## config.mk

```make
export PLATFORM = sky130hd
export DESIGN_NAME = dispenser_poll_controller
export DESIGN_NICKNAME = d
export VERILOG_FILES = /design/src/rtl/dpc_pkg.sv /design/src/rtl/dispenser_poll_controller.sv
export SDC_FILE = /design/constraint.sdc
export NUM_CORES = 1
export LEC_CHECK = 0
export BUFFER_PORTS_ARGS = -buffer_cell sky130_fd_sc_hd__buf_2
export CORE_AREA = 3 3 210 212
export DETAILED_ROUTE_END_ITERATION = 16
export DIE_AREA = 0 0 213 215
export GPL_TIMING_DRIVEN = 0
export PLACE_DENSITY = 0.65
export SLEW_MARGIN = 0
export SYNTH_ARGS = -nofsm -noshare
export SYNTH_HDL_FRONTEND = slang
export SYNTH_SLANG_ARGS = --single-unit
```

## constraint.sdc

```tcl
create_clock -name clk -period 6.2 [get_ports clk]
set_input_delay 0.31 -clock clk [delete_from_list [all_inputs] [get_ports clk]]
set_output_delay 0.31 -clock clk [all_outputs]
set_load 0.005 [all_outputs]
```

## src/rtl/dpc_pkg.sv

```systemverilog
`default_nettype none

package dpc_pkg;

    typedef enum logic [3:0] {
        PH_IDLE   = 4'd0,
        PH_SEND_S = 4'd1,
        PH_WAIT_S = 4'd2,
        PH_SEND_L = 4'd3,
        PH_WAIT_L = 4'd4,
        PH_SEND_R = 4'd5,
        PH_WAIT_R = 4'd6,
        PH_SEND_T = 4'd7,
        PH_WAIT_T = 4'd8,
        PH_SEND_N = 4'd9,
        PH_WAIT_N = 4'd10,
        PH_ERROR  = 4'd11
    } phase_t;

    typedef enum logic [2:0] {
        ST_IDLE     = 3'd0,
        ST_CALLING  = 3'd1,
        ST_AUTH     = 3'd2,
        ST_STARTED  = 3'd3,
        ST_FUELLING = 3'd4,
        ST_STOP     = 3'd5,
        ST_END      = 3'd6
    } status_t;

    // item kinds
    localparam logic [1:0] KIND_TICK  = 2'd0;
    localparam logic [1:0] KIND_FRAME = 2'd1;
    localparam logic [1:0] KIND_HOST  = 2'd2;

    // host operations
    localparam logic [2:0] OP_START_VOL = 3'd0;
    localparam logic [2:0] OP_START_AMT = 3'd1;
    localparam logic [2:0] OP_TOTAL     = 3'd2;
    localparam logic [2:0] OP_STOP      = 3'd3;
    localparam logic [2:0] OP_RESUME    = 3'd4;
    localparam logic [2:0] OP_CLOSE     = 3'd5;

    // configuration register indexes
    localparam logic [2:0] CFG_IDLE_POLL   = 3'd0;
    localparam logic [2:0] CFG_ACTIVE_POLL = 3'd1;
    localparam logic [2:0] CFG_REPLY_TMO   = 3'd2;
    localparam logic [2:0] CFG_RETRY_LIMIT = 3'd3;
    localparam logic [2:0] CFG_ERROR_HOLD  = 3'd4;
    localparam logic [2:0] CFG_CLOSE_WAIT  = 3'd5;
    localparam logic [2:0] CFG_LINK_TMO    = 3'd6;

    // command letters
    localparam logic [7:0] CMD_S = 8'h53;
    localparam logic [7:0] CMD_L = 8'h4C;
    localparam logic [7:0] CMD_R = 8'h52;
    localparam logic [7:0] CMD_T = 8'h54;
    localparam logic [7:0] CMD_N = 8'h4E;
    localparam logic [7:0] CMD_C = 8'h43;
    localparam logic [7:0] CMD_V = 8'h56;
    localparam logic [7:0] CMD_M = 8'h4D;
    localparam logic [7:0] CMD_B = 8'h42;
    localparam logic [7:0] CMD_G = 8'h47;

    // digit characters
    localparam logic [7:0] CH_0 = 8'h30;
    localparam logic [7:0] CH_1 = 8'h31;
    localparam logic [7:0] CH_2 = 8'h32;
    localparam logic [7:0] CH_3 = 8'h33;
    localparam logic [7:0] CH_4 = 8'h34;
    localparam logic [7:0] CH_6 = 8'h36;
    localparam logic [7:0] CH_8 = 8'h38;
    localparam logic [7:0] CH_9 = 8'h39;

    // minimum data lengths
    localparam logic [5:0] LEN_STATUS = 6'd2;
    localparam logic [5:0] LEN_LR     = 6'd10;
    localparam logic [5:0] LEN_TOTAL  = 6'd11;
    localparam logic [5:0] LEN_T      = 6'd22;

    localparam logic [19:0] MAX6      = 20'd999999;
    localparam logic [29:0] MAX9      = 30'd999999999;
    localparam logic [3:0]  MAX_NOZ   = 4'd9;
    localparam logic [13:0] MAX_PRICE = 14'd9999;
    localparam logic [15:0] TMAX      = 16'hFFFF;

    localparam logic [15:0] RST_IDLE_POLL   = 16'd500;
    localparam logic [15:0] RST_ACTIVE_POLL = 16'd200;
    localparam logic [15:0] RST_REPLY_TMO   = 16'd100;
    localparam logic [1:0]  RST_RETRY_LIMIT = 2'd3;
    localparam logic [15:0] RST_ERROR_HOLD  = 16'd500;
    localparam logic [15:0] RST_CLOSE_WAIT  = 16'd200;
    localparam logic [15:0] RST_LINK_TMO    = 16'd2000;

    typedef struct packed {
        logic [1:0]  kind;
        logic        rx_ok;
        logic [7:0]  rx_cmd;
        logic [7:0]  rx_first_char;
        logic [7:0]  rx_second_char;
        logic [5:0]  rx_data_len;
        logic [29:0] rx_value_a;
        logic [19:0] rx_value_b;
        logic [2:0]  host_op;
        logic [3:0]  host_nozzle;
        logic [19:0] host_quantity;
        logic [13:0] host_price;
    } item_t;

    typedef struct packed {
        logic        tx_valid;
        logic [7:0]  tx_cmd;
        logic [3:0]  tx_nozzle;
        logic [19:0] tx_quantity;
        logic [13:0] tx_price;
        logic [2:0]  pump_status;
        logic [7:0]  nozzle_out;
        logic [7:0]  sale_id;
        logic [19:0] sale_volume;
        logic [19:0] money_amount;
        logic [29:0] totalizer;
        logic        link_up;
    } result_t;

    function automatic logic [19:0] sat6_30(input logic [29:0] v);
        return (v > 30'(MAX6)) ? MAX6 : v[19:0];
    endfunction

    function automatic logic [19:0] sat6_20(input logic [19:0] v);
        return (v > MAX6) ? MAX6 : v;
    endfunction

endpackage

`default_nettype wire

```

## src/rtl/dispenser_poll_controller.sv

```systemverilog
`default_nettype none

// Channel   Signals                              Direction
// item      item_valid, item_stall, item        tick, reply frame or host command in
// result    result_valid, result_stall, result  frame to send and tracked state out
// cfg       cfg_write, cfg_index, cfg_data      register writes
//
// One item per clock: the whole state update is done in the cycle the beat is
// taken, and its result lands in the output register on the same edge.
// The result register frees the input side: a new beat is taken unless a held
// result is stalled. Reset loads register defaults, phase idle, timers zero.

module dispenser_poll_controller (
    input  wire logic            clk,
    input  wire logic            rst_n,
    input  wire logic            item_valid,
    output logic                 item_stall,
    input  wire dpc_pkg::item_t  item,
    output logic                 result_valid,
    input  wire logic            result_stall,
    output dpc_pkg::result_t     result,
    input  wire logic            cfg_write,
    input  wire logic [2:0]      cfg_index,
    input  wire logic [15:0]     cfg_data
);
    import dpc_pkg::*;

    logic [15:0] idle_poll_reg, active_poll_reg, reply_tmo_reg;
    logic [15:0] error_hold_reg, close_wait_reg, link_tmo_reg;
    logic [1:0]  retry_limit_reg;

    phase_t      phase_reg, phase_next;
    logic [15:0] phase_timer_reg, phase_timer_next;
    logic [1:0]  retry_reg, retry_next;
    logic        close_sent_reg, close_sent_next;
    status_t     status_reg, status_next;
    logic [7:0]  nozzle_reg, nozzle_next;
    logic [7:0]  tid_reg, tid_next;
    logic [19:0] volume_reg, volume_next;
    logic [19:0] amount_reg, amount_next;
    logic [29:0] total_reg, total_next;
    logic        connected_reg, connected_next;
    logic [15:0] silence_reg, silence_next;

    logic        result_valid_reg;
    result_t     result_reg, result_next;

    logic        accept;

    phase_t      go_phase;
    logic        go_en, go_keep, act;
    logic [15:0] lim;

    assign item_stall   = result_valid_reg && result_stall;
    assign accept       = item_valid && !item_stall;
    assign result_valid = result_valid_reg;
    assign result       = result_reg;

    always_ff @(posedge clk or negedge rst_n)
    begin
        if (!rst_n)
        begin
            idle_poll_reg   <= RST_IDLE_POLL;
            active_poll_reg <= RST_ACTIVE_POLL;
            reply_tmo_reg   <= RST_REPLY_TMO;
            retry_limit_reg <= RST_RETRY_LIMIT;
            error_hold_reg  <= RST_ERROR_HOLD;
            close_wait_reg  <= RST_CLOSE_WAIT;
            link_tmo_reg    <= RST_LINK_TMO;
        end
        else if (cfg_write)
        begin
            case (cfg_index)
                CFG_IDLE_POLL:   idle_poll_reg   <= cfg_data;
                CFG_ACTIVE_POLL: active_poll_reg <= cfg_data;
                CFG_REPLY_TMO:   reply_tmo_reg   <= cfg_data;
                CFG_RETRY_LIMIT: retry_limit_reg <= cfg_data[1:0];
                CFG_ERROR_HOLD:  error_hold_reg  <= cfg_data;
                CFG_CLOSE_WAIT:  close_wait_reg  <= cfg_data;
                CFG_LINK_TMO:    link_tmo_reg    <= cfg_data;
                default:         ;
            endcase
        end
    end

    always_comb
    begin
        phase_next       = phase_reg;
        phase_timer_next = phase_timer_reg;
        retry_next       = retry_reg;
        close_sent_next  = close_sent_reg;
        status_next      = status_reg;
        nozzle_next      = nozzle_reg;
        tid_next         = tid_reg;
        volume_next      = volume_reg;
        amount_next      = amount_reg;
        total_next       = total_reg;
        connected_next   = connected_reg;
        silence_next     = silence_reg;
        go_en            = 1'b0;
        go_keep          = 1'b0;
        go_phase         = PH_IDLE;
        act              = 1'b0;
        lim              = idle_poll_reg;
        result_next      = '0;

        case (item.kind)
            KIND_TICK:
            begin
                if (phase_timer_reg != TMAX)
                    phase_timer_next = phase_timer_reg + 16'd1;
                if (silence_reg != TMAX)
                    silence_next = silence_reg + 16'd1;
                case (phase_reg)
                    PH_IDLE:
                    begin
                        if (status_reg inside {ST_FUELLING, ST_STARTED, ST_STOP})
                            lim = active_poll_reg;
                        if (phase_timer_next > lim)
                        begin
                            go_en = 1'b1; go_phase = PH_SEND_S;
                        end
                    end
                    PH_SEND_S:
                    begin
                        result_next.tx_valid = 1'b1; result_next.tx_cmd = CMD_S;
                        go_en = 1'b1; go_phase = PH_WAIT_S; go_keep = 1'b1;
                    end
                    PH_SEND_L:
                    begin
                        result_next.tx_valid = 1'b1; result_next.tx_cmd = CMD_L;
                        go_en = 1'b1; go_phase = PH_WAIT_L; go_keep = 1'b1;
                    end
                    PH_SEND_R:
                    begin
                        result_next.tx_valid = 1'b1; result_next.tx_cmd = CMD_R;
                        go_en = 1'b1; go_phase = PH_WAIT_R; go_keep = 1'b1;
                    end
                    PH_SEND_T:
                    begin
                        result_next.tx_valid = 1'b1; result_next.tx_cmd = CMD_T;
                        go_en = 1'b1; go_phase = PH_WAIT_T; go_keep = 1'b1;
                    end
                    PH_SEND_N:
                    begin
                        result_next.tx_valid = 1'b1; result_next.tx_cmd = CMD_N;
                        go_en = 1'b1; go_phase = PH_WAIT_N;
                    end
                    PH_WAIT_S, PH_WAIT_L, PH_WAIT_R:
                    begin
                        if (phase_timer_next > reply_tmo_reg)
                        begin
                            go_en = 1'b1;
                            if (retry_reg < retry_limit_reg)
                            begin
                                // retry: keep the count and resend
                                retry_next = retry_reg + 2'd1;
                                go_keep    = 1'b1;
                                case (phase_reg)
                                    PH_WAIT_S: go_phase = PH_SEND_S;
                                    PH_WAIT_L: go_phase = PH_SEND_L;
                                    default:   go_phase = PH_SEND_R;
                                endcase
                            end
                            else if (phase_reg == PH_WAIT_S)
                                go_phase = PH_ERROR;
                            else
                                go_phase = PH_IDLE;
                        end
                    end
                    PH_WAIT_T:
                    begin
                        if (phase_timer_next > reply_tmo_reg)
                            go_en = 1'b1;
                    end
                    PH_WAIT_N:
                    begin
                        if (phase_timer_next > close_wait_reg)
                        begin
                            go_en = 1'b1; go_phase = PH_SEND_S;
                        end
                    end
                    PH_ERROR:
                    begin
                        connected_next  = 1'b0;
                        close_sent_next = 1'b0;
                        if (phase_timer_next > error_hold_reg)
                            go_en = 1'b1;
                    end
                    default:
                        go_en = 1'b1;
                endcase
            end
            KIND_FRAME:
            begin
                if (item.rx_ok)
                begin
                    case (phase_reg)
                        PH_WAIT_S:
                        begin
                            if (item.rx_cmd == CMD_S)
                            begin
                                go_en = 1'b1;
                                if (item.rx_data_len >= LEN_STATUS)
                                begin
                                    nozzle_next    = item.rx_first_char - CH_0;
                                    connected_next = 1'b1;
                                    silence_next   = '0;
                                    if (item.rx_first_char == CH_9 && item.rx_second_char == CH_0)
                                    begin
                                        status_next = ST_END; act = 1'b1;
                                    end
                                    else if (item.rx_first_char == CH_1
                                             && item.rx_second_char == CH_0)
                                        status_next = ST_IDLE;
                                    else if (item.rx_first_char == CH_2
                                             && item.rx_second_char == CH_1)
                                        status_next = ST_CALLING;
                                    else if (item.rx_first_char == CH_3
                                             && item.rx_second_char == CH_1)
                                    begin
                                        status_next = ST_AUTH;
                                        // drop the previous sale on a fresh authorize
                                        if (volume_reg != '0 || amount_reg != '0)
                                        begin
                                            volume_next = '0;
                                            amount_next = '0;
                                            tid_next    = '0;
                                        end
                                    end
                                    else if (item.rx_first_char == CH_4
                                             && item.rx_second_char == CH_1)
                                        status_next = ST_STARTED;
                                    else if (item.rx_first_char == CH_6
                                             && item.rx_second_char == CH_1)
                                    begin
                                        status_next = ST_FUELLING; act = 1'b1;
                                    end
                                    else if (item.rx_first_char == CH_8
                                             && item.rx_second_char == CH_1)
                                    begin
                                        status_next = ST_STOP; act = 1'b1;
                                    end
                                    else
                                        status_next = ST_IDLE;

                                    if (act && status_next == ST_FUELLING)
                                        go_phase = PH_SEND_L;
                                    else if (act && status_next == ST_STOP)
                                    begin
                                        if (!close_sent_reg)
                                        begin
                                            close_sent_next = 1'b1;
                                            go_phase        = PH_SEND_T;
                                        end
                                    end
                                    else if (act && status_next == ST_END)
                                    begin
                                        close_sent_next = 1'b0;
                                        go_phase        = PH_SEND_N;
                                    end
                                end
                            end
                        end
                        PH_WAIT_L:
                        begin
                            if (item.rx_cmd == CMD_L)
                            begin
                                if (item.rx_data_len >= LEN_LR)
                                begin
                                    nozzle_next = item.rx_first_char - CH_0;
                                    tid_next    = item.rx_second_char;
                                    volume_next = sat6_30(item.rx_value_a);
                                end
                                go_en = 1'b1; go_phase = PH_SEND_R;
                            end
                        end
                        PH_WAIT_R:
                        begin
                            if (item.rx_cmd == CMD_R)
                            begin
                                if (item.rx_data_len >= LEN_LR)
                                    amount_next = sat6_30(item.rx_value_a);
                                go_en = 1'b1;
                            end
                        end
                        PH_WAIT_T:
                        begin
                            if (item.rx_cmd == CMD_T)
                            begin
                                if (item.rx_data_len >= LEN_T)
                                begin
                                    nozzle_next = item.rx_first_char - CH_0;
                                    tid_next    = item.rx_second_char;
                                    amount_next = sat6_30(item.rx_value_a);
                                    volume_next = sat6_20(item.rx_value_b);
                                end
                                go_en = 1'b1;
                            end
                        end
                        default:
                        begin
                            if (item.rx_cmd == CMD_C && item.rx_data_len >= LEN_TOTAL)
                                total_next = (item.rx_value_a > MAX9) ? MAX9 : item.rx_value_a;
                        end
                    endcase
                end
            end
            KIND_HOST:
            begin
                case (item.host_op)
                    OP_START_VOL, OP_START_AMT:
                    begin
                        volume_next     = '0;
                        amount_next     = '0;
                        tid_next        = '0;
                        close_sent_next = 1'b0;
                        result_next.tx_valid = 1'b1;
                        result_next.tx_cmd   = (item.host_op == OP_START_VOL) ? CMD_V : CMD_M;
                        result_next.tx_nozzle = (item.host_nozzle > MAX_NOZ) ?
                                                MAX_NOZ : item.host_nozzle;
                        result_next.tx_quantity = sat6_20(item.host_quantity);
                        result_next.tx_price = (item.host_price > MAX_PRICE) ?
                                               MAX_PRICE : item.host_price;
                    end
                    OP_TOTAL:
                    begin
                        result_next.tx_valid = 1'b1; result_next.tx_cmd = CMD_C;
                    end
                    OP_STOP:
                    begin
                        result_next.tx_valid = 1'b1; result_next.tx_cmd = CMD_B;
                    end
                    OP_RESUME:
                    begin
                        result_next.tx_valid = 1'b1; result_next.tx_cmd = CMD_G;
                    end
                    OP_CLOSE:
                    begin
                        result_next.tx_valid = 1'b1; result_next.tx_cmd = CMD_N;
                    end
                    default: ;
                endcase
            end
            default: ;
        endcase

        // phase change restarts the timer; a retry and the S, L, R and T send steps keep the retry count
        if (go_en && phase_reg != go_phase)
        begin
            phase_next       = go_phase;
            phase_timer_next = '0;
            if (!go_keep)
                retry_next = '0;
        end

        // drop the link after too long without a status reply
        if (item.kind == KIND_TICK && silence_next > link_tmo_reg && connected_next)
        begin
            connected_next = 1'b0;
            if (phase_next != PH_ERROR)
            begin
                phase_next       = PH_ERROR;
                phase_timer_next = '0;
                retry_next       = '0;
            end
        end

        result_next.pump_status    = status_next;
        result_next.nozzle_out     = nozzle_next;
        result_next.sale_id        = tid_next;
        result_next.sale_volume    = volume_next;
        result_next.money_amount   = amount_next;
        result_next.totalizer      = total_next;
        result_next.link_up        = connected_next;
    end

    always_ff @(posedge clk or negedge rst_n)
    begin
        if (!rst_n)
        begin
            phase_reg        <= PH_IDLE;
            phase_timer_reg  <= '0;
            retry_reg        <= '0;
            close_sent_reg   <= 1'b0;
            status_reg       <= ST_IDLE;
            nozzle_reg       <= '0;
            tid_reg          <= '0;
            volume_reg       <= '0;
            amount_reg       <= '0;
            total_reg        <= '0;
            connected_reg    <= 1'b0;
            silence_reg      <= '0;
            result_valid_reg <= 1'b0;
        end
        else
        begin
            if (accept)
            begin
                phase_reg       <= phase_next;
                phase_timer_reg <= phase_timer_next;
                retry_reg       <= retry_next;
                close_sent_reg  <= close_sent_next;
                status_reg      <= status_next;
                nozzle_reg      <= nozzle_next;
                tid_reg         <= tid_next;
                volume_reg      <= volume_next;
                amount_reg      <= amount_next;
                total_reg       <= total_next;
                connected_reg   <= connected_next;
                silence_reg     <= silence_next;
            end
            if (accept)
                result_valid_reg <= 1'b1;
            else if (!result_stall)
                result_valid_reg <= 1'b0;
        end
    end

    // hold the result beat while stalled
    always_ff @(posedge clk)
    begin
        if (accept)
            result_reg <= result_next;
    end

endmodule

`default_nettype wire
```

==> impl_metrics.toml, run 1 <==
[status]
outcome = "finished with violations"
violations = "max-capacitance violations, max-slew violations"

[grt]
top_usage_layer = "met2"
grt_start_max_net_pins = 122
grt_pass1_vias = 15700
grt_usage_pct = 25.5
grt_pass1_wl_um = 90800
use_met1_pct = 34.5
grt_util_met3_pct = 4.43
antenna_found_initial = 5
grt-ovfl-total = 0
use_met2_pct = 40.9

[sta]
period_share_pct = 92.5
min_period_ns = 5.73
relSlewSlack_pct = -0.737
worstMarginPinSlew_ns = 1.49
slew_violations = 1
setup_violations = 0
finalClockSkew_ns = 0.0316
rsz0062_at_grt = "false"
fmaxAchievable_mhz = 174
finalHoldViolations = 0

[logic_synthesis]
syn_area_per_cell_sq_um = 10.7
synth_xor_area_share_pct = 0.827
synth_top_family_by_area = "compound AO/OA/AOI/OAI gates"
yosysSeqAreaShare_pct = 51.3
synthCells = 1775
synth-simple-area-share_pct = 13.7
synth-edff-count = 134
synth_fa_ha_area_share_pct = 5.91
yosysWarnings = 0
synth-compound-area-share_pct = 18.1
ys.flop_type = "dfrtp_1"
ys_async_sr_fraction_pct = 63.0
synth-seq-cells = 362
synth.distinct_cells = 84
netlist_area_sq_um = 19100
synth_mux_area_share_pct = 6.30

[finish]
fin_util_pct = 53.7
area_delta_synth_final_pct = 18.9
largest_reg_flops = 134
fillCellCount = 3723
nNetsFinal = 2352
drive_gt1_share_pct = 23.3

[detailed_routing]
drc = 0
vias_per_cell = 5.94
drtIter0Drc = 1223
routed_wirelength_um = 59700
wl_per_cell_um = 22.2
final_antenna_net_count = 0
num_vias = 16000
first_pass_iters = 8

[clock_network]
cts_tree = "done"
cts-root-buf = "clkbuf_16"
cts_setup_buffers = 0
path_clk_slew_ns = 0.06
cts_buffer_depth = 3
numCtsBuffers = 41
cts-htree-levels = 2
cts_sinks = 362
insertion_delay_ns = 0.58

[power]
cellPowerDensity_nw_per_um2 = 291
combPwrFrac_pct = 21.2
ir_worst_vdd_uv = 235
power_frac_seq_pct = 43.3
p_int_mw = 4.59
clkPwrFrac_pct = 35.5
power_leakage_nw = 10.1
switchingPower_mw = 2.01
swShare_pct = 30.5
finalPower_mw = 6.60

[floorplan]
fp.coreArea_sq_um = 42100
start_util_pct = 45.2
die_y_um = 215
dieArea_sq_um = 45800
ios = 287
die_w_um = 213
fp-row-count = 75

[placement]
gp_congestion = 0.956
post-dp-hpwl_um = 44200
io_buffers = 280

[worst_hold_path]
hold_path_class = "in -> reg"
worstHoldStart = "item[62]"

[setup_path]
crit_chain = "nand4_1 > nor4_2 > nand4_1 > and3_1 > and3_1 > xor2_1 > ha_1 > nand4_1 > nor4_1 > o21ai_0 > a221oi_1 > o21ai_1 > a21boi_0 > a32oi_1"
cp_common_cell = "nand4_1"
worst_setup_path_end_kind = "register"
startpoint = "phase_timer_reg[4]"
arrival_ns = 6.15
start_kind = "register"
critPathSlowestCell = "a221oi_1"
crit_required_ns = 6.61
worstPathMaxFanout = 9
rr_startpoint = "phase_timer_reg[4]"
critPathKind = "reg -> reg"
critPathMaxStageDelay_ns = 0.73

[run]
max_cap_violations = 1
==> layout make-up <==
type	count	area, sq um	area share (%)
sequential	362	9770	43.1
multi-input combinational	1224	8550	37.7
timing repair buffer	295	1620	7.15
clock buffer	60	1170	5.15
tap	539	674	2.98
inverter	110	413	1.82
buffer	80	337	1.49
clock inverter	15	115	0.508
antenna	3	7.51	0.0331
==> power groups by stage <==
stage               Clock [mW]  Combinational [mW]  Sequential (mW)
finish                    2.34                1.40             2.86
global route              2.49                1.56             2.89
CTS                       2.38                1.38             2.86
detailed placement           0                1.37             2.90
global placement             0                1.31             2.91
floorplan                    0               0.879             2.88
==> cells in the final DEF, fill, tap and decap left out, drive strengths merged, types with 13 or more instances in the layout <==
| cell type | count |
|---|---|
| buf | 299 |
| dfrtp | 199 |
| nand2 | 182 |
| edfxtp | 134 |
| clkbuf | 126 |
| inv | 112 |
| nor2 | 108 |
| o21ai | 107 |
| ha | 90 |
| mux2 | 88 |
| a21oi | 79 |
| a22o | 68 |
| o22a | 36 |
| nand4 | 34 |
| nand3 | 31 |
| dfstp | 29 |
| a221o | 24 |
| nor4 | 24 |
| nor3 | 24 |
| and2 | 23 |
| a31oi | 21 |
| mux2i | 21 |
| o22ai | 18 |
| and3 | 17 |
| nor2b | 15 |
| o21a | 14 |
| o31ai | 13 |
==> critical path: cells and delay by family (launching register included) <==
kind / cells / cell delay, ns
xor gates and xnor gates: 1 / 0.47
adders and majority gates: 1 / 0.25
and+or+nand+nor: 7 / 2.57
DFF: 1 / 0.44
AOI/OAI and AO/OA: 5 / 1.84
==> worst paths after layout <==
kind	end	slack [ns]	cells after the start
setup / recovery	phase_reg[3]	0.47	14
hold / removal	total_reg[1]	0.02	2
setup reg to reg	phase_reg[3]	0.47	14
hold reg to reg	total_reg[28]	0.47	2
max in group asynchronous	tid_reg[3]	4.68	3
min in group asynchronous	idle_poll_reg[12]	0.39	2
==> kinds of logic after synthesis <==
group                      Yosys count
xor gates and xnor gates            18
and+or+nand+nor                    524
adders and majority gates           90
buffers and inverters              190
other                                1
muxes                              109
AOI/OAI and AO/OA                  481
DFF                                362
==> through the flow <==
step                hold slack, ns  setup TNS, ns  setup slack, ns  cell area, sq um  std cells
CTS                        0.00145              0            0.394             22600       2685
floorplan                   0.0144              0            0.419             19100       1776
global placement             0.456        -346.27            -2.44             21100       2595
detailed placement           0.432              0            0.436             21300       2600
finish                      0.0229              0            0.467             22600       2688
global route               0.00220              0           0.0231             22600       2688
==> layer usage <==
layer | share of wire [%] | routed length, um | vias to the layer above
met2 | 47 | 28000 | 624
met4 | 4.0 | 2360 | 4
met1 | 42 | 25300 | 7895
li1 | - | - | 7323
met3 | 6.7 | 3990 | 133
met5 | 0.042 | 25 | -
==> cells in the mapped netlist, types with 18 or more instances <==
library cell	count	area, sq um
o22a_1	36	315
edfxtp_1	134	4020
a221o_1	24	240
inv_1	110	413
o22ai_1	18	113
nor3_1	21	105
dfrtp_1	199	4980
mux2_2	88	991
o21ai_0	101	505
nor4_1	23	144
ha_1	90	1130
and2_1	23	144
clkbuf_1	66	248
nand3_1	31	155
dfstp_2	29	762
nand2_1	182	683
nand4_1	34	213
a31oi_1	21	131
mux2i_1	21	210
a22o_1	68	596
a21oi_1	78	390
nor2_1	107	402
==> what timing repair did <==
item / CTS / global route
endpoints found under the setup margin: 0 / 5
resized for setup: 0 / 1
endpoints found under the hold margin: 112 / 0
hold buffers: 10 / 0
No activity file was read; power rests on OpenSTA's default activity.
==> run 2, diff against run 1 <==
--- a/config.mk
+++ b/config.mk
@@ -9,7 +9,6 @@
 export CORE_AREA = 3 3 210 212
 export DETAILED_ROUTE_END_ITERATION = 16
 export DIE_AREA = 0 0 213 215
-export GPL_TIMING_DRIVEN = 0
 export PLACE_DENSITY = 0.65
 export SLEW_MARGIN = 0
 export SYNTH_ARGS = -nofsm -noshare
==> run 2 against run 1 <==
Against the previous run:
- the run now ends clean
- largest cell class unchanged
- via count fell by 2.5%
- die area did not move
- setup slack improved by 0.27 ns
- global-route usage fell by 1.2 points
- highest routed layer is now met4
- final cell count fell by 2.3%
- utilization fell by 0.65 points
- non-clock buffer count fell by 59
==> impl_metrics.toml, run 2 (same netlist as run 1, synthesis figures left out) <==
[status]
outcome = "finished, final reports clean"

[clock_network]
cts_tree = "done"
insertion_delay_ns = 0.56
cts-root-buf = "clkbuf_16"
path_clk_slew_ns = 0.06
cts_setup_buffers = 0
cts_resized = 0
cts_buffer_depth = 3
numCtsBuffers = 40
cts_sinks = 362
cts-htree-levels = 2

[power]
cellPowerDensity_nw_per_um2 = 291
power_leakage_nw = 10.1
finalPower_mw = 6.52
ir_worst_vdd_uv = 232

[finish]
layout_common_cells = "283 x buf_2, 199 x dfrtp_1, 181 x nand2_1"
final_common_cell = "buf_2"
final_cells = 2626
largest_reg_flops = 134
fin_area_sq_um = 22400
area_delta_synth_final_pct = 17.4
fin_util_pct = 53.1
drive_gt1_share_pct = 24.7
nNetsFinal = 2292

[placement]
dp.cells = 2545
gp_congestion = 0.977
dp_slack_ns = 0.924
post-dp-hpwl_um = 41800
io_buffers = 284
dpl_cell_area_sq_um = 21100

[sta]
hold_slack_ns = 0.0336
period_share_pct = 88.0
setup_violations = 0
worstMarginPinSlew_ns = 1.20
setup-tns-final_ns = 0
finalHoldViolations = 0
fmaxAchievable_mhz = 183
min_period_ns = 5.46
finalClockSkew_ns = 0.0251
layout_setup_ws_ns = 0.742
slew_violations = 0
rsz0062_at_grt = "false"
relSlewSlack_pct = 19.9

[setup_path]
worst_setup_path_end_kind = "register"
start_kind = "register"
worstPathMaxFanout = 9
arrival_ns = 5.87
reg2reg_to = "phase_reg[3]"
rr_startpoint = "phase_timer_reg[2]"
rrSetupSlack_ns = 0.74
crit_required_ns = 6.61
reg2reg_depth = 14
critPathKind = "reg -> reg"

[grt]
grt_usage_pct = 24.3
grt_pass1_vias = 15400
grt-ovfl-total = 0
antenna_found_initial = 1
grt_pass1_wl_um = 87300
grt_start_max_net_pins = 125

[floorplan]
fp-row-count = 75
die_w_um = 213
dieArea_sq_um = 45800
ios = 287
fp.coreArea_sq_um = 42100
start_util_pct = 45.2
die_y_um = 215

[detailed_routing]
final_antenna_net_count = 0
drtIter0Drc = 1284
vias_per_cell = 5.93
wl_per_cell_um = 21.7
first_pass_iters = 5
num_vias = 15600
drc = 0
routed_wirelength_um = 57000

[worst_hold_path]
worstHoldStart = "item[81]"
hold_path_class = "in -> reg"
whs_path_depth = 2
min_to = "total_reg[20]"

[run]
max_cap_violations = 0
[run 2: cell type report]
cell class	count	area [sq um]
diodes	2	5.00
clock buffers	59	1140
clock inverters	14	95.1
fillers	3756	19800
inverters	110	418
multi-input cells	1224	8570
flip-flops and latches	362	9770
well taps	539	674
repair buffers	316	1700
[run 2: worst max path at each step]
stage | from | endpoint | slack [ns] | depth (start not counted)
detailed placement | phase_timer_reg[2] | phase_reg[3] | 0.92 | 14
global route | phase_timer_reg[2] | phase_reg[3] | 0.42 | 14
global placement | phase_timer_reg[2] | phase_timer_reg[5] | 1.15 | 16
floorplan | result_valid | result[0] | 0.42 | 6
finish | phase_timer_reg[2] | phase_reg[3] | 0.74 | 14
CTS | phase_timer_reg[2] | phase_reg[3] | 0.90 | 14
[run 2: critical path: stages, from the launching register on]
cell and delay, ns:
dfrtp_1 0.44, nand4_1 0.20, nor4_2 0.53, nand4_1 0.42
and3_1 0.38, and3_1 0.23, xor2_1 0.48, ha_1 0.23
nand4_1 0.15, nor4_1 0.47, o21ai_0 0.22, a221oi_1 0.63
o21ai_1 0.34, a21boi_0 0.42, a32oi_1 0.16
[run 2: per-layer routing]
layer / part of all wire [%] / wire length [um] / global-route usage (%) / vias up
li1: - / - / - / 7196
met5: 0 / 0 / 0 / -
met2: 48 / 27100 / 39.7 / 622
met4: 2.3 / 1330 / 6.90 / 0
met3: 6.8 / 3850 / 3.85 / 92
met1: 43 / 24700 / 33.5 / 7670
[run 2: report_power, final]
part | internal [mW] | switching [mW]
registers | 2.74 | 0.152
logic | 0.526 | 0.833
clock network | 1.28 | 0.982
[run 2: what timing repair did]
action / CTS / global route
endpoints found under the setup margin: 0 / 0
hold endpoints to repair: 89 / 0
hold buffers: 6 / 0
==> run 3, diff against run 2 <==
==> constraint.sdc (replaced) <==
create_clock -name clk -period 6.2 [get_ports clk]
set_input_delay 1.24 -clock clk [delete_from_list [all_inputs] [get_ports clk]]
set_output_delay 1.24 -clock clk [all_outputs]
set_load 0.005 [all_outputs]
==> run 3 against run 2 <==
Against the previous run:
- combinational power down 4%
- largest cell class unchanged
- setup slack better by 0.43 ns
- utilization up 0.53 points
- final cell count up 0.50%
==> impl_metrics.toml, run 3 (same netlist as run 1, synthesis figures left out) <==
[grt]
grt_usage_pct = 24.2
grt_pass1_wl_um = 87500
grt_start_max_net_pins = 125
grt-ovfl-total = 0
antenna_found_initial = 1
grt_pass1_vias = 15500

[setup_path]
arrival_ns = 5.51
crit_chain = "nand4_1 > nor4_2 > nand4_1 > and3_1 > and3_1 > xor2_1 > buf_4 > ha_1 > nand4_1 > nor4_1 > nand4_1 > a311o_1 > o21ai_1 > a21boi_0 > a32oi_1"
critPathSlowestCell = "nor4_2"
rrSetupSlack_ns = 1.17
start_kind = "register"
crit_required_ns = 6.69
reg2reg_depth = 15
rr_startpoint = "phase_timer_reg[4]"
startpoint = "phase_timer_reg[4]"
crit_path_end = "phase_reg[3]"
cp_common_cell = "nand4_1"
critPathKind = "reg -> reg"
worst_setup_path_end_kind = "register"
worstPathMaxFanout = 6
reg2reg_to = "phase_reg[3]"
critPathMaxStageDelay_ns = 0.52

[sta]
relSlewSlack_pct = 15.8
finalClockSkew_ns = 0.0235
setup_violations = 0
slew_violations = 0
fmaxAchievable_mhz = 199
rsz0062_at_grt = "false"
min_period_ns = 5.03
finalHoldViolations = 0
period_share_pct = 81.1
worstMarginPinSlew_ns = 1.25
setup-tns-final_ns = 0

[placement]
dpl_cell_area_sq_um = 21200
gp_congestion = 0.941
io_buffers = 284
post-dp-hpwl_um = 41300

[clock_network]
cts_tree = "done"
insertion_delay_ns = 0.57
cts_sinks = 362
cts_resized = 0
ctsHoldBuffers = 0
cts_setup_buffers = 0
path_clk_slew_ns = 0.06
cts-htree-levels = 2
cts_buffer_depth = 3
cts-root-buf = "clkbuf_16"
numCtsBuffers = 42

[finish]
final_common_cell = "buf_2"
largest_reg_flops = 134
nNetsFinal = 2305
fin_area_sq_um = 22600
drive_gt1_share_pct = 25.6
fillCellCount = 3731
area_delta_synth_final_pct = 18.6
layout_common_cells = "283 x buf_2, 199 x dfrtp_1, 181 x nand2_1"

[floorplan]
die_w_um = 213
start_util_pct = 45.2
dieArea_sq_um = 45800
fp.coreArea_sq_um = 42100
fp-row-count = 75
ios = 287
die_y_um = 215

[status]
outcome = "finished, final reports clean"

[power]
finalPower_mw = 6.74
power_leakage_nw = 10.2
ir_worst_vdd_uv = 304
cellPowerDensity_nw_per_um2 = 298

[detailed_routing]
vias_per_cell = 5.96
drtIter0Drc = 1069
wl_per_cell_um = 21.4
num_vias = 15700
routed_wirelength_um = 56500
drc = 0
first_pass_iters = 5
final_antenna_net_count = 0

[run]
max_cap_violations = 0

[worst_hold_path]
hold_path_class = "reg -> reg"
run 3: changes by cell type in the layout (fill, tap and decap cells not counted), moves of 3 or more:
| cell | before | now |
|---|---|---|
| bufinv_16 | 0 | 4 |
| clkbuf_16 | 40 | 44 |
| clkbuf_8 | 7 | 4 |
| dlygate4sd3_1 | 6 | 0 |
| buf_4 | 25 | 42 |
run 3: where the power goes:
| part | switching, mW | internal (mW) |
|---|---|---|
| registers | 0.172 | 2.74 |
| logic | 0.775 | 0.520 |
| clock network | 1.02 | 1.51 |
| total | 1.97 | 4.77 |
run 3: worst min path at each step:
stage	start	endpoint	slack (ns)	depth (start not counted)
2_1_floorplan	total_reg[29]	total_reg[29]	0.44	2
3_3_place_gp	nozzle_reg[2]	nozzle_reg[2]	0.46	2
3_5_place_dp	total_reg[28]	total_reg[28]	0.46	2
4_1_cts	total_reg[28]	total_reg[28]	0.48	2
5_1_grt	nozzle_reg[3]	nozzle_reg[3]	0.51	2
6_report	total_reg[28]	total_reg[28]	0.47	2
run 3: per-stage QoR:
stage / hold WS [ns] / setup slack (ns) / std cells / utilization [%]
floorplan: 0.442 / 0.0794 / 1776 / -
global route: 0.507 / 0.833 / 2638 / 53.6
finish: 0.467 / 1.17 / 2639 / 53.6
detailed placement: 0.461 / 0.779 / 2562 / 50.3
CTS: 0.476 / 1.27 / 2638 / 53.6
global placement: 0.457 / 0.865 / 2562 / 50.3
run 3: cell type report:
type | count | area, sq um | share of cell area, %
flip-flops and latches | 362 | 9770 | 43.2
multi-input cells | 1224 | 8570 | 37.9
repair buffers | 327 | 1770 | 7.82
clock buffers | 58 | 1190 | 5.28
well taps | 539 | 674 | 2.98
inverters | 110 | 418 | 1.85
clock inverters | 18 | 204 | 0.902
diodes | 1 | 2.50 | 0.0111
run 3: routing by layer:
layer / up-vias / part of all wire, % / global-route usage, % / wire length [um]
met5: - / 0.021 / 0 / 12
met1: 7736 / 42 / 32.5 / 23800
li1: 7235 / - / - / -
met3: 125 / 6.9 / 3.89 / 3920
met4: 2 / 3.6 / 9.25 / 2060
met2: 633 / 47 / 39.4 / 26700
run 3: worst max-delay path: cells and delay by family (launching register included):
family / cells / cell delay (ns)
AND/OR/NAND/NOR: 8 / 2.51
flip-flops: 1 / 0.43
XOR/XNOR: 1 / 0.16
adder cells (fa/ha/maj): 1 / 0.33
AO/OA/AOI/OAI: 4 / 1.33
buffers and inverters: 1 / 0.18
